--- src/rtl/mig_pkg.sv ---
// ---------------------------------------------------------------------------
// mig_pkg
// Types and constants shared by the matrix inverter controller and datapath.
// ---------------------------------------------------------------------------
`timescale 1ns / 1ps

package mig_pkg;

    localparam int DATA_W    = 32;
    localparam int IDX_W     = 3;
    localparam int ADDR_W    = 2 * IDX_W;
    localparam int SIZE_W    = 4;
    localparam int DIV_STEPS = 48;

    localparam logic signed [DATA_W-1:0] Q_ONE   = 32'sh0001_0000;
    localparam logic signed [DATA_W-1:0] SAT_MAX = 32'sh7FFF_FFFF;
    localparam logic signed [DATA_W-1:0] SAT_MIN = 32'sh8000_0000;

    typedef enum logic [4:0] {
        ST_LOAD,
        ST_IDENT,
        ST_PIV_RD,
        ST_PIV_CHK,
        ST_SRCH_RD,
        ST_SRCH_CHK,
        ST_ADD_RD,
        ST_ADD_WR,
        ST_P2_RD,
        ST_P2_CHK,
        ST_DIV_RD,
        ST_DIV_GO,
        ST_DIV_WAIT,
        ST_ROW,
        ST_FAC_RD,
        ST_FAC_CAP,
        ST_MUL_RD,
        ST_MUL_X,
        ST_MUL_WR,
        ST_COL,
        ST_OUT_RD,
        ST_OUT_LD,
        ST_OUT_WAIT
    } state_t;

    typedef enum logic [3:0] {
        OP_NOP,
        OP_LOAD,
        OP_IDENT,
        OP_ADD,
        OP_CAP_PIVOT,
        OP_DIV_START,
        OP_DIV_WRITE,
        OP_CAP_FACTOR,
        OP_MUL,
        OP_MUL_WRITE,
        OP_OUT
    } dp_op_t;

    typedef struct packed {
        dp_op_t            op;
        logic              rd_en;
        logic [ADDR_W-1:0] rd_a;
        logic [ADDR_W-1:0] rd_b;
        logic [ADDR_W-1:0] wr;
        logic              diag;
        logic              one;
        logic              last;
        logic              sing;
        logic              clr_ovf;
    } cmd_t;

    typedef struct packed {
        logic a_zero;
        logic div_done;
        logic out_taken;
    } sts_t;

endpackage

--- src/rtl/mig_ctrl.sv ---
// ---------------------------------------------------------------------------
// mig_ctrl
// Sequencer for load, elimination passes and result readout.
// ---------------------------------------------------------------------------
`timescale 1ns / 1ps

module mig_ctrl
    import mig_pkg::*;
#(
    parameter int MAX_DIM = 8
)
(
    input  logic              clk,
    input  logic              rst_n,
    input  logic              in_valid,
    output logic              in_ready,
    input  logic              cfg_valid,
    input  logic [SIZE_W-1:0] cfg_data,
    output cmd_t              cmd,
    input  sts_t              sts
);

    localparam logic [SIZE_W-1:0] DIM_MAX = SIZE_W'(MAX_DIM);
    localparam logic [SIZE_W-1:0] DIM_RST = SIZE_W'(MAX_DIM < 8 ? MAX_DIM : 8);

    state_t            state_reg, state_next;
    logic [SIZE_W-1:0] n_reg, n_next;
    logic [IDX_W-1:0]  row_reg, row_next, col_reg, col_next;
    logic [IDX_W-1:0]  c_reg, c_next, k_reg, k_next, r_reg, r_next, i_reg, i_next;
    logic              sing_reg, sing_next;

    function automatic logic lst(input logic [IDX_W-1:0] v, input logic [SIZE_W-1:0] n);
        return SIZE_W'(v) == n - 1'b1;
    endfunction

    always_ff @(posedge clk or negedge rst_n)
    begin
        if (!rst_n)
        begin
            state_reg <= ST_LOAD;
            n_reg     <= DIM_RST;
            row_reg   <= '0;
            col_reg   <= '0;
            c_reg     <= '0;
            k_reg     <= '0;
            r_reg     <= '0;
            i_reg     <= '0;
            sing_reg  <= 1'b0;
        end
        else
        begin
            state_reg <= state_next;
            n_reg     <= n_next;
            row_reg   <= row_next;
            col_reg   <= col_next;
            c_reg     <= c_next;
            k_reg     <= k_next;
            r_reg     <= r_next;
            i_reg     <= i_next;
            sing_reg  <= sing_next;
        end
    end

    always_comb
    begin
        state_next = state_reg;
        n_next     = n_reg;
        row_next   = row_reg;
        col_next   = col_reg;
        c_next     = c_reg;
        k_next     = k_reg;
        r_next     = r_reg;
        i_next     = i_reg;
        sing_next  = sing_reg;
        in_ready   = 1'b0;
        cmd        = '0;
        cmd.op     = OP_NOP;
        case (state_reg)
            ST_LOAD:
            begin
                in_ready = 1'b1;
                if (in_valid)
                begin
                    cmd.op = OP_LOAD;
                    cmd.wr = {row_reg, col_reg};
                    if (lst(col_reg, n_reg))
                    begin
                        col_next = '0;
                        if (lst(row_reg, n_reg))
                        begin
                            row_next    = '0;
                            cmd.clr_ovf = 1'b1;
                            sing_next   = 1'b0;
                            state_next  = ST_IDENT;
                        end
                        else
                        begin
                            row_next = row_reg + 1'b1;
                        end
                    end
                    else
                    begin
                        col_next = col_reg + 1'b1;
                    end
                end
            end
            ST_IDENT:
            begin
                cmd.op  = OP_IDENT;
                cmd.wr  = {row_reg, col_reg};
                cmd.one = row_reg == col_reg;
                if (lst(col_reg, n_reg))
                begin
                    col_next = '0;
                    if (lst(row_reg, n_reg))
                    begin
                        row_next   = '0;
                        c_next     = '0;
                        state_next = ST_PIV_RD;
                    end
                    else
                    begin
                        row_next = row_reg + 1'b1;
                    end
                end
                else
                begin
                    col_next = col_reg + 1'b1;
                end
            end
            ST_PIV_RD:
            begin
                cmd.rd_en  = 1'b1;
                cmd.rd_a   = {c_reg, c_reg};
                state_next = ST_PIV_CHK;
            end
            ST_PIV_CHK:
            begin
                cmd.op = OP_CAP_PIVOT;
                if (sts.a_zero)
                begin
                    if (lst(c_reg, n_reg))
                    begin
                        sing_next  = 1'b1;
                        row_next   = '0;
                        col_next   = '0;
                        state_next = ST_OUT_RD;
                    end
                    else
                    begin
                        k_next     = c_reg + 1'b1;
                        state_next = ST_SRCH_RD;
                    end
                end
                else
                begin
                    k_next     = '0;
                    state_next = ST_DIV_RD;
                end
            end
            ST_SRCH_RD:
            begin
                cmd.rd_en  = 1'b1;
                cmd.rd_a   = {k_reg, c_reg};
                state_next = ST_SRCH_CHK;
            end
            ST_SRCH_CHK:
            begin
                if (!sts.a_zero)
                begin
                    i_next     = '0;
                    state_next = ST_ADD_RD;
                end
                else if (lst(k_reg, n_reg))
                begin
                    sing_next  = 1'b1;
                    row_next   = '0;
                    col_next   = '0;
                    state_next = ST_OUT_RD;
                end
                else
                begin
                    k_next     = k_reg + 1'b1;
                    state_next = ST_SRCH_RD;
                end
            end
            ST_ADD_RD:
            begin
                cmd.rd_en  = 1'b1;
                cmd.rd_a   = {c_reg, i_reg};
                cmd.rd_b   = {k_reg, i_reg};
                state_next = ST_ADD_WR;
            end
            ST_ADD_WR:
            begin
                cmd.op = OP_ADD;
                cmd.wr = {c_reg, i_reg};
                if (lst(i_reg, n_reg))
                begin
                    state_next = ST_P2_RD;
                end
                else
                begin
                    i_next     = i_reg + 1'b1;
                    state_next = ST_ADD_RD;
                end
            end
            ST_P2_RD:
            begin
                cmd.rd_en  = 1'b1;
                cmd.rd_a   = {c_reg, c_reg};
                state_next = ST_P2_CHK;
            end
            ST_P2_CHK:
            begin
                cmd.op = OP_CAP_PIVOT;
                if (sts.a_zero)
                begin
                    sing_next  = 1'b1;
                    row_next   = '0;
                    col_next   = '0;
                    state_next = ST_OUT_RD;
                end
                else
                begin
                    k_next     = '0;
                    state_next = ST_DIV_RD;
                end
            end
            ST_DIV_RD:
            begin
                cmd.rd_en  = 1'b1;
                cmd.rd_a   = {c_reg, k_reg};
                state_next = ST_DIV_GO;
            end
            ST_DIV_GO:
            begin
                cmd.op     = OP_DIV_START;
                state_next = ST_DIV_WAIT;
            end
            ST_DIV_WAIT:
            begin
                if (sts.div_done)
                begin
                    cmd.op   = OP_DIV_WRITE;
                    cmd.wr   = {c_reg, k_reg};
                    cmd.diag = k_reg == c_reg;
                    if (lst(k_reg, n_reg))
                    begin
                        r_next     = '0;
                        state_next = ST_ROW;
                    end
                    else
                    begin
                        k_next     = k_reg + 1'b1;
                        state_next = ST_DIV_RD;
                    end
                end
            end
            ST_ROW:
            begin
                if (r_reg == c_reg)
                begin
                    if (lst(r_reg, n_reg))
                        state_next = ST_COL;
                    else
                        r_next = r_reg + 1'b1;
                end
                else
                begin
                    state_next = ST_FAC_RD;
                end
            end
            ST_FAC_RD:
            begin
                cmd.rd_en  = 1'b1;
                cmd.rd_a   = {r_reg, c_reg};
                state_next = ST_FAC_CAP;
            end
            ST_FAC_CAP:
            begin
                cmd.op     = OP_CAP_FACTOR;
                k_next     = '0;
                state_next = ST_MUL_RD;
            end
            ST_MUL_RD:
            begin
                cmd.rd_en  = 1'b1;
                cmd.rd_a   = {r_reg, k_reg};
                cmd.rd_b   = {c_reg, k_reg};
                state_next = ST_MUL_X;
            end
            ST_MUL_X:
            begin
                cmd.op     = OP_MUL;
                state_next = ST_MUL_WR;
            end
            ST_MUL_WR:
            begin
                cmd.op   = OP_MUL_WRITE;
                cmd.wr   = {r_reg, k_reg};
                cmd.diag = k_reg == c_reg;
                if (lst(k_reg, n_reg))
                begin
                    if (lst(r_reg, n_reg))
                    begin
                        state_next = ST_COL;
                    end
                    else
                    begin
                        r_next     = r_reg + 1'b1;
                        state_next = ST_ROW;
                    end
                end
                else
                begin
                    k_next     = k_reg + 1'b1;
                    state_next = ST_MUL_RD;
                end
            end
            ST_COL:
            begin
                if (lst(c_reg, n_reg))
                begin
                    row_next   = '0;
                    col_next   = '0;
                    state_next = ST_OUT_RD;
                end
                else
                begin
                    c_next     = c_reg + 1'b1;
                    state_next = ST_PIV_RD;
                end
            end
            ST_OUT_RD:
            begin
                cmd.rd_en  = 1'b1;
                cmd.rd_a   = {row_reg, col_reg};
                state_next = ST_OUT_LD;
            end
            ST_OUT_LD:
            begin
                cmd.op     = OP_OUT;
                cmd.last   = lst(row_reg, n_reg) && lst(col_reg, n_reg);
                cmd.sing   = sing_reg;
                state_next = ST_OUT_WAIT;
            end
            ST_OUT_WAIT:
            begin
                if (sts.out_taken)
                begin
                    state_next = ST_OUT_RD;
                    if (lst(col_reg, n_reg))
                    begin
                        col_next = '0;
                        if (lst(row_reg, n_reg))
                        begin
                            row_next   = '0;
                            state_next = ST_LOAD;
                        end
                        else
                        begin
                            row_next = row_reg + 1'b1;
                        end
                    end
                    else
                    begin
                        col_next = col_reg + 1'b1;
                    end
                end
            end
            default:
            begin
                state_next = ST_LOAD;
            end
        endcase

        if (cfg_valid)
        begin
            if (cfg_data == '0)
                n_next = SIZE_W'(1);
            else if (cfg_data > DIM_MAX)
                n_next = DIM_MAX;
            else
                n_next = cfg_data;
            row_next = '0;
            col_next = '0;
        end
    end

endmodule

--- config.mk ---
export PLATFORM = sky130hd
export DESIGN_NAME = mig_ctrl
export DESIGN_NICKNAME = d
export VERILOG_FILES = /design/src/rtl/mig_pkg.sv /design/src/rtl/mig_ctrl.sv
export SDC_FILE = /design/constraint.sdc
export NUM_CORES = 1
export LEC_CHECK = 0
export ABC_AREA = 1
export BUFFER_PORTS_ARGS = -buffer_cell sky130_fd_sc_hd__clkbuf_2
export CAP_MARGIN = 10
export CORE_UTILIZATION = 34
export DETAILED_ROUTE_END_ITERATION = 8
export PLACE_DENSITY_LB_ADDON = 0.2
export SYNTH_ARGS = -nofsm -noshare
export SYNTH_HDL_FRONTEND = slang
export SYNTH_SLANG_ARGS = --single-unit
--- constraint.sdc ---
create_clock -name clk -period 3.5 [get_ports clk]
set_input_delay 0.525 -clock clk [delete_from_list [all_inputs] [get_ports clk]]
set_output_delay 0.525 -clock clk [all_outputs]
set_load 0.02 [all_outputs]
After elaboration in Yosys (flattened, before gate mapping)
Index checks and enable logic that the tools add are counted.
{ "totals": {"regBits": 28, "input_bits": 11, "output_inout_bits": 29} }
{ "classes": {"add_sub_neg": 7, "n_lt_le_gt_ge": 1, "n_eq_ne": 58, "mux": 84, "n_reduce_logical": 18} }
{ "ops": {"columns": ["cell", "n"], "rows": [
  ["$pmux W5 S23", 1],
  ["$mux W5", 19],
  ["$mux W3", 31],
  ["$pmux W7 S7", 1],
  ["$pmux W3 S7", 2],
  ["$eq A5 B4 Y1 const B", 8],
  ["$pmux W4 S10", 1],
  ["$ne A2 B2 Y1 const B", 19],
  ["$eq A5 B5 Y1 const B", 7],
  ["$pmux W6 S5", 1],
  ["$eq A3 B4 Y1", 6],
  ["$ne A3 B3 Y1 const B", 8],
  ["$eq A5 B3 Y1 const B", 4],
  ["$add A3 B1 Y3 const B", 6],
  ["$pmux W3 S6", 1],
  ["$mux W1", 15],
  ["$mux W4", 3],
  ["$pmux W3 S2", 2],
  ["$pmux W6 S2", 1],
  ["$eq A5 B2 Y1 const B", 2],
  ["$reduce_and A5 Y1", 2],
  ["$eq A3 B3 Y1", 3],
  ["$pmux W3 S3", 1],
  ["$reduce_and A9 Y1", 1],
  ["other kinds (21)", 23]
]} }

Logic depth before layout (Yosys ltp)
Gate-level depths: netlist of run 1.
{ "logic_depth": {"word_depth": 7, "depth_mapped": 16, "depth_no_buf": 15} }

Worst setup path after synthesis of run 1
OpenSTA, ideal clock, no wires.
{ "synth_timing": {"path_type": "register -> output", "startpoint": "register state_reg[4]", "endpoint": "output port cmd[4] (netlist bit)", "arrival_time_ps": 1745, "required_time_ps": 2975, "path_slack_ps": 1230, "path_stages_with_launch": 9, "cell_sequence": "dfrtp_1 -> inv_1 -> buf_4 -> nand3_1 -> inv_1 -> nand2_1 -> nor2_1 -> nor2_1 -> nor4_1"} }
{ "synth_lines": {"columns": ["element", "line", "rtl"], "rows": [
  ["start, declared", "mig_ctrl.sv:26", "state_t state_reg, state_next;"],
  ["start signal, assigned", "mig_ctrl.sv:52", "state_reg <= state_next;"],
  ["end, declared", "mig_ctrl.sv:19", "output cmd_t cmd,"]
]} }

==> results.txt, run 1 <==
Status -> complete, no violations
Synthesis Warnings -> 0
Rel. slew slack -> 0.4895
Clock sink count -> 28
RSZ-0062 raised after global routing -> false
Mapped Cells -> 510
Worst-path clk slew -> 0.11 ns
Row cnt -> 33
Layout Skew -> 0.007075 ns
# IOs -> 40
CP dominant cell by count -> inv_1
Filler instances -> 952
Port Buffer Count -> 39
Setup Buffers After CTS -> 0
Fin crit period -> 3.099 ns
# H-tree levels -> 1
DR WL/cell -> 16.75 um
Mapped cell area -> 3013 sq um
Setup TNS -> 0 ns
Sequential Area -> 701.9 sq um
Synthesis-stage register bit count -> 28
Post-synth ARST share -> 1.000
Die width -> 96.14 um
Total CTS buffers -> 3
Area of the die -> 9242 sq um
Yosys cell types -> 37
Worst Setup Start Kind -> register
Vias in the first global route -> 3283
Count leader, synth -> nand2_1
P per Cell Area -> 542.1 nW/um^2
Crit path DAT -> 2.57 ns
Antenna diodes -> 0
Gp weighted congestion -> 0.9705
Worst reg2reg startpoint -> n_reg[0]
CP max stage cell -> dfrtp_1
Critical path endpoint category -> primary output
CP Cell Sequence -> inv_1 -> nand3_1 -> inv_1 -> nand2_1 -> nor2_1 -> nor2_1 -> inv_1 -> nand2_1 -> o221ai_1 -> clkbuf_2
Layout cells sized above 1 -> 0.1255
Syn_area_per_cell -> 5.908 sq um
Final Max Tran Viols -> 0
Least-Margin Pin Slew -> 0.7657 ns
CP Class -> register to primary output
Synth top cells by count -> nand2_1, inv_1, nor2_1
EDFF count, synth -> 0
Worst path max stage delay -> 0.56 ns
Worst path bufs/invs -> 4
Worst vdd ir -> 212.7 uV
Syn Nets -> 528
Hold Violations, Final -> 0
CTS Root Cell -> clkbuf_8
Remaining DRCs -> 0
Top cells by area, synth -> dfrtp_1, nand2_1, inv_1, nand3_1, nor2_1
WP data required -> 2.97 ns
Area leader, netlist -> dfrtp_1
Post-route ant nets -> 0
Min-Delay Path Class -> input pin to async pin
Clock Latency Late Sink -> 0.29 ns
Post-Place Cells -> 643
Die Span Y -> 96.14 um
Initial Util -> 0.3595
Setup-failing EPs final -> 0
Non-filler cells, final -> 647
Crit-path max FO -> 12
Reg2reg setup slack -> 0.86 ns
PostCTS Resize Cnt -> 0
RR Endpoint -> col_reg[0]
HPWL Detailed -> 8732 um
CTS tree -> yes
Max reg flops -> 5
R2r worst-path depth -> 13
Largest net degree at the start of global routing -> 29
Initial antenna violation count -> 0
Register area share after synthesis -> 0.2330
Gr ovfl total -> 0
Via density -> 5.507
Area occupied by multi-input gates -> 1982 sq um
Iteration-0 DRC Markers -> 430
Ys flop type -> dfrtp_1
First-pass GRT wire length -> 17240 um
Synth top area share -> 0.2243
Leakage power -> 1.917 nW
Net total in the final layout -> 561
Pre-antenna DRT Iters -> 6
Area grow syn2layout -> 11.25%
Delay-heaviest family, CP -> simple AND/OR/NAND/NOR gates
Via count -> 3563
Core Box Area -> 8382 sq um
Hold-fix buffers, CTS -> 0
Clock Tree Buf Depth -> 2
Max-cap check violation count -> 0
Period Utilization, post-route -> 0.8853
Total GRT Usage -> 0.2493
Max Clock Freq -> 322.7 MHz
WL final -> 10840 um
-- through the flow --
stage | cell area, sq um | hold WS, ns | setup WS [ns] | power (W) | util
after floorplan | 3013 | 0.2294 | 1.230 | 0.001239 | -
after global placement | 3281 | 0.4778 | 0.7183 | 0.001538 | 0.3914
after detailed placement | 3281 | 0.4857 | 0.7404 | 0.001535 | 0.3914
after CTS | 3352 | 0.3066 | 0.4040 | 0.001809 | 0.3999
after global routing | 3352 | 0.3364 | 0.1427 | 0.001976 | 0.3999
final | 3352 | 0.2894 | 0.4014 | 0.001817 | 0.3999
-- where the power goes --
group / internal, W / switching (W)
Sequential: 0.000391 / 0.000115
Clock: 0.000154 / 0.000113
Combinational: 0.000324 / 0.000721
-- how the worst max path moves through the flow --
stage,start,endpoint,cells after the start
2_1_floorplan,state_reg[4],cmd[4],8
3_3_place_gp,state_reg[4],cmd[5],10
3_5_place_dp,state_reg[4],cmd[7],10
4_1_cts,state_reg[4],cmd[7],10
5_1_grt,state_reg[4],cmd[5],10
6_report,state_reg[4],cmd[7],10
-- per-layer routing --
| metal | wire (um) | track usage | up-vias | part of all wire |
|---|---|---|---|---|
| met1 | 4814 | 0.3423 | 1630 | 0.44 |
| met5 | 0 | 0 | - | 0 |
| met4 | 267 | 0.06219 | 0 | 0.025 |
| met2 | 4803 | 0.4013 | 185 | 0.44 |
| met3 | 954 | 0.04423 | 31 | 0.088 |
| li1 | - | - | 1717 | - |
-- kinds of logic after synthesis --
| group | count (synthesis) | share of synthesized area |
|---|---|---|
| AOI/OAI and AO/OA | 59 | 0.1263 |
| xor gates and xnor gates | 14 | 0.04070 |
| adders and majority gates | 7 | 0.02907 |
| buffers and inverters | 83 | 0.1092 |
| DFF | 28 | 0.2330 |
| and+or+nand+nor | 319 | 0.4618 |
-- area by class of cell --
type,count,share of cell area
well taps,105,0.03919
repair buffers,39,0.05823
multi-input cells,399,0.5913
flip-flops and latches,28,0.2094
clock buffers,3,0.01232
clock inverters,1,0.008959
inverters,72,0.08063
-- placed cells by master, fill, tap and decap left out --
| cell | count |
|---|---|
| o22ai_1 | 17 |
| clkbuf_8 | 3 |
| and2_1 | 2 |
| o21bai_1 | 1 |
| nor4_1 | 2 |
| o2111ai_1 | 3 |
| o21ai_1 | 2 |
| nand3b_1 | 5 |
| bufinv_16 | 1 |
| nand3_2 | 3 |
| or2_2 | 1 |
| a21oi_1 | 9 |
| nor2_4 | 2 |
| a21boi_0 | 1 |
| dfrtp_1 | 27 |
| a21oi_4 | 1 |
| xnor2_1 | 10 |
| nand2_1 | 174 |
| xor2_1 | 4 |
| dfstp_2 | 1 |
| clkbuf_2 | 39 |
| nor2_2 | 6 |
| a211o_1 | 3 |
| o221ai_1 | 6 |
| nand4_1 | 13 |
| nor3_1 | 9 |
| o21ai_0 | 15 |
| o31ai_1 | 1 |
| nand2_2 | 6 |
| nor2_1 | 52 |
| inv_2 | 5 |
| ha_1 | 7 |
| nand3_1 | 44 |
| inv_1 | 67 |
Note: power is estimated with default switching activity, not from simulation.
==> run 2, diff against run 1 <==
--- a/config.mk
+++ b/config.mk
@@ -8,6 +8,7 @@
 export ABC_AREA = 1
 export BUFFER_PORTS_ARGS = -buffer_cell sky130_fd_sc_hd__clkbuf_2
 export CAP_MARGIN = 10
+export CORE_MARGIN = 3
 export CORE_UTILIZATION = 34
 export DETAILED_ROUTE_END_ITERATION = 8
 export PLACE_DENSITY_LB_ADDON = 0.2
==> run 2 against run 1 <==
Against the previous run:
- global-route usage fell by 2.5 points
- worst setup slack barely moved
- flip-flop and latch count did not move
- sequential share of layout area did not move
- register-to-register slack improved by 0.02 ns
- clock-buffer cell count did not move
- largest cell class unchanged
- largest power group unchanged
- highest routed layer unchanged
==> results.txt, run 2 (synthesized netlist as in run 1, its figures left out) <==
Setup TNS -> 0 ns
Reg2reg setup slack -> 0.88 ns
Gr ovfl total -> 0
Max-cap check violation count -> 0
CP Class -> register to primary output
WP data required -> 2.97 ns
Min-Delay Path Class -> input pin to async pin
# H-tree levels -> 1
HPWL Detailed -> 8932 um
Filler instances -> 954
Post-route ant nets -> 0
PostCTS Resize Cnt -> 0
Pre-CTS setup slack -> 0.7730 ns
WL final -> 11140 um
Clock Tree Buf Depth -> 2
Hold-fix buffers, CTS -> 0
Layout Skew -> 0.007565 ns
Net total in the final layout -> 561
# IOs -> 40
Setup-failing EPs final -> 0
RSZ-0062 raised after global routing -> false
R2r worst-path depth -> 11
Max reg flops -> 5
Row cnt -> 33
Worst Setup Start Kind -> register
Vias in the first global route -> 3254
Crit-path max FO -> 12
Initial Util -> 0.3577
Worst vdd ir -> 319.7 uV
Layout cells sized above 1 -> 0.1255
Least-Margin Pin Slew -> 0.8066 ns
Core Box Area -> 8423 sq um
Period Utilization, post-route -> 0.8852
DR WL/cell -> 17.21 um
Rel. slew slack -> 0.4623
Pre-antenna DRT Iters -> 7
Status -> complete, no violations
Critical path endpoint category -> primary output
Clock sink count -> 28
CTS Root Cell -> clkbuf_8
Area grow syn2layout -> 11.25%
CTS tree -> yes
P per Cell Area -> 550.0 nW/um^2
Area of the die -> 10030 sq um
Initial antenna violation count -> 0
Largest net degree at the start of global routing -> 29
Most frequent cells in the layout -> nand2_1, inv_1, nor2_1
Antenna diodes -> 0
Die Span Y -> 100.1 um
Fin crit period -> 3.098 ns
Crit path DAT -> 2.57 ns
Final Max Tran Viols -> 0
Leakage power -> 1.917 nW
Worst reg2reg startpoint -> n_reg[0]
Total GRT Usage -> 0.2239
Max Clock Freq -> 322.8 MHz
Worst setup endpoint -> cmd[9]
First-pass GRT wire length -> 17630 um
Clock Latency Late Sink -> 0.31 ns
Remaining DRCs -> 0
Hold Violations, Final -> 0
Die width -> 100.1 um
Via count -> 3550
Via density -> 5.487
CP startpoint -> state_reg[4]
Commonest non-fill, non-tap cell in the layout -> nand2_1
RR Endpoint -> r_reg[0]
Setup Buffers After CTS -> 0
Total CTS buffers -> 3
Worst-path clk slew -> 0.12 ns
Gp weighted congestion -> 0.9518
Port Buffer Count -> 39
Iteration-0 DRC Markers -> 453
Final setup margin -> 0.4019 ns
-- run 2: routing by layer --
layer  share of wire  vias up  global-route usage
met5               0        -                   0
met4           0.017        0             0.04249
met3           0.095       23             0.04448
met2            0.45      187              0.3639
met1            0.44     1620              0.3105
li1                -     1720                   -
-- run 2: cell type report --
class                   instances  area (sq um)  area share
clock buffers                   3         41.29     0.01232
well taps                     105         131.4     0.03919
clock inverters                 1         30.03    0.008959
inverters                      72         270.3     0.08063
repair buffers                 39         195.2     0.05823
multi-input cells             399          1982      0.5913
flip-flops and latches         28         701.9      0.2094
-- run 2: per-stage QoR --
step	hold WS, ns	utilization	cells	power, W	area (sq um)
floorplan	0.2294	-	510	0.001239	3013
finish	0.2864	0.3980	647	0.001843	3352
detailed placement	0.4853	0.3895	643	0.001538	3281
CTS	0.3127	0.3980	647	0.001829	3352
global placement	0.4775	0.3895	643	0.001540	3281
global route	0.3353	0.3980	647	0.001988	3352
-- run 2: worst min-delay path by stage --
stage,start,endpoint
6_report,rst_n,col_reg[2]
5_1_grt,rst_n,col_reg[2]
4_1_cts,rst_n,c_reg[2]
3_5_place_dp,sing_reg,sing_reg
3_3_place_gp,sing_reg,sing_reg
2_1_floorplan,rst_n,c_reg[0]
-- run 2: critical path, cell delays in order (launching register included) --
cell and delay [ns]:
dfrtp_1 0.55, inv_1 0.33, nand3_1 0.23, inv_1 0.09, nand2_1 0.12, nor2_1 0.32, nor2_1 0.19, o221ai_1 0.22
clkbuf_2 0.21
-- run 2: report_power, final --
part	internal (W)	leakage, nW	switching (W)	total [W]
Combinational	0.000324	1.51	0.000722	0.00105
Clock	0.000154	0.0357	0.000134	0.000288
Sequential	0.000391	0.374	0.000119	0.000510
==> run 3, diff against run 2 <==
--- a/config.mk
+++ b/config.mk
@@ -11,6 +11,7 @@
 export CORE_MARGIN = 3
 export CORE_UTILIZATION = 34
 export DETAILED_ROUTE_END_ITERATION = 8
+export GPL_TIMING_DRIVEN = 0
 export PLACE_DENSITY_LB_ADDON = 0.2
 export SYNTH_ARGS = -nofsm -noshare
 export SYNTH_HDL_FRONTEND = slang
==> run 3 against run 2 <==
Against the previous run:
- global-route usage decreased by 0.81 points
- die area unchanged
- via count down 0.68%
- clock power down 23%
- routed wire length shrank 5.2%
- sequential share of layout area is 0.23 points lower
- critical path type unchanged
- largest power group unchanged
==> results.txt, run 3 (synthesized netlist as in run 1, its figures left out) <==
Most frequent cells in the layout -> nand2_1, inv_1, nor2_1
Setup Buffers After CTS -> 0
Core Box Area -> 8423 sq um
Fin crit period -> 2.984 ns
Clock Tree Buf Depth -> 2
Gr ovfl total -> 0
WL final -> 10560 um
RSZ-0062 raised after global routing -> false
# IOs -> 40
Leakage power -> 1.945 nW
Placed inst area -> 3334 sq um
Area occupied by multi-input gates -> 1982 sq um
DR WL/cell -> 16.07 um
Crit path DAT -> 2.46 ns
Final Max Tran Viols -> 0
Setup TNS -> 0 ns
Max Clock Freq -> 335.2 MHz
Switching share of power -> 0.5334
Layout cells sized above 1 -> 0.1341
Via count -> 3526
Min-Delay Path Class -> input pin to async pin
Setup-failing EPs final -> 0
Pre-antenna DRT Iters -> 7
Final non-filler cell area -> 3390 sq um
Worst Setup Start Kind -> register
Overall power -> 0.001769 W
Worst reg2reg startpoint -> n_reg[0]
Largest net degree at the start of global routing -> 29
Gp weighted congestion -> 0.9607
Status -> complete, no violations
Reg power frac -> 0.269
Rel. slew slack -> 0.5121
Clock sink count -> 28
Commonest non-fill, non-tap cell in the layout -> nand2_1
Net total in the final layout -> 571
Layout Skew -> 0.01073 ns
Die Span Y -> 100.1 um
HPWL Detailed -> 8562 um
Antenna diodes -> 0
Total CTS buffers -> 3
# H-tree levels -> 1
Area grow syn2layout -> 12.50%
Remaining DRCs -> 0
Initial Util -> 0.3577
Worst vdd ir -> 217.3 uV
PostCTS Resize Cnt -> 0
Die width -> 100.1 um
Pint -> 0.0008255 W
Vias in the first global route -> 3317
Switching pwr -> 0.0009436 W
Iteration-0 DRC Markers -> 253
CTS tree -> yes
Post-route ant nets -> 0
Worst-path clk slew -> 0.11 ns
Clock Latency Late Sink -> 0.30 ns
Logic pwr share -> 0.606
Hold-fix buffers, CTS -> 0
CP Class -> register to primary output
Final setup margin -> 0.5164 ns
Period Utilization, post-route -> 0.8525
Area of the die -> 10030 sq um
CP startpoint -> state_reg[4]
Sequential Area -> 701.9 sq um
Max reg flops -> 5
Port Buffer Count -> 38
Least-Margin Pin Slew -> 0.7319 ns
CTS Root Cell -> clkbuf_8
R2r worst-path depth -> 14
Pre-CTS setup slack -> 0.8840 ns
Initial antenna violation count -> 0
Max-cap check violation count -> 0
Total GRT Usage -> 0.2158
First-pass GRT wire length -> 17080 um
Critical path endpoint category -> primary output
Clk pwr share -> 0.125
Filler instances -> 945
Hold Violations, Final -> 0
P per Cell Area -> 521.9 nW/um^2
Via density -> 5.367
Row cnt -> 33
Crit-path max FO -> 10
WP data required -> 2.97 ns
## run 3: power by group through the flow
| stage | sequential, W | combinational [W] | clock [W] |
|---|---|---|---|
| global route | 0.000486 | 0.00121 | 0.000240 |
| global placement | 0.000481 | 0.00105 | 0 |
| floorplan | 0.000459 | 0.000779 | 0 |
| detailed placement | 0.000484 | 0.00105 | 0 |
| CTS | 0.000476 | 0.00106 | 0.000227 |
| finish | 0.000476 | 0.00107 | 0.000221 |
## run 3: per-stage QoR
step / utilization / hold WS [ns] / cells
finish: 0.4024 / 0.2622 / 657
global route: 0.4024 / 0.3291 / 657
global placement: 0.3959 / 0.4734 / 653
CTS: 0.4024 / 0.2999 / 657
detailed placement: 0.3959 / 0.4807 / 653
floorplan: - / 0.2294 / 510
## run 3: area by class of cell
type / instances / share of cell area
plain buffers: 11 / 0.01735
inverters: 72 / 0.07973
repair buffers: 38 / 0.05611
clock buffers: 4 / 0.01624
multi-input cells: 399 / 0.5847
well taps: 105 / 0.03876
flip-flops and latches: 28 / 0.2071
## run 3: layer usage
layer | global-route usage | up-vias | wire length (um)
met4 | 0.06425 | 0 | 210
met2 | 0.3359 | 135 | 4716
met1 | 0.3068 | 1627 | 4836
li1 | - | 1742 | -
met5 | 0 | - | 0
met3 | 0.03475 | 22 | 792
## run 3: path summary, 6_finish.rpt
kind                                     end  slack (ns)
worst max-delay path                 cmd[10]        0.52
worst min-delay path                n_reg[0]        0.26
worst max register to register      c_reg[0]        0.77
worst min register to register      n_reg[3]        0.49
max in group asynchronous       state_reg[0]        2.76
min in group clk                    n_reg[0]        0.47
## run 3: worst max-delay path: stages (launching register included)
cell      delay (ns)
dfrtp_1         0.42
inv_1           0.08
buf_4           0.17
nand3_1         0.19
inv_1           0.10
nand2_1         0.12
nor2_1          0.41
nor2_1          0.20
o221ai_1        0.26
clkbuf_2        0.23
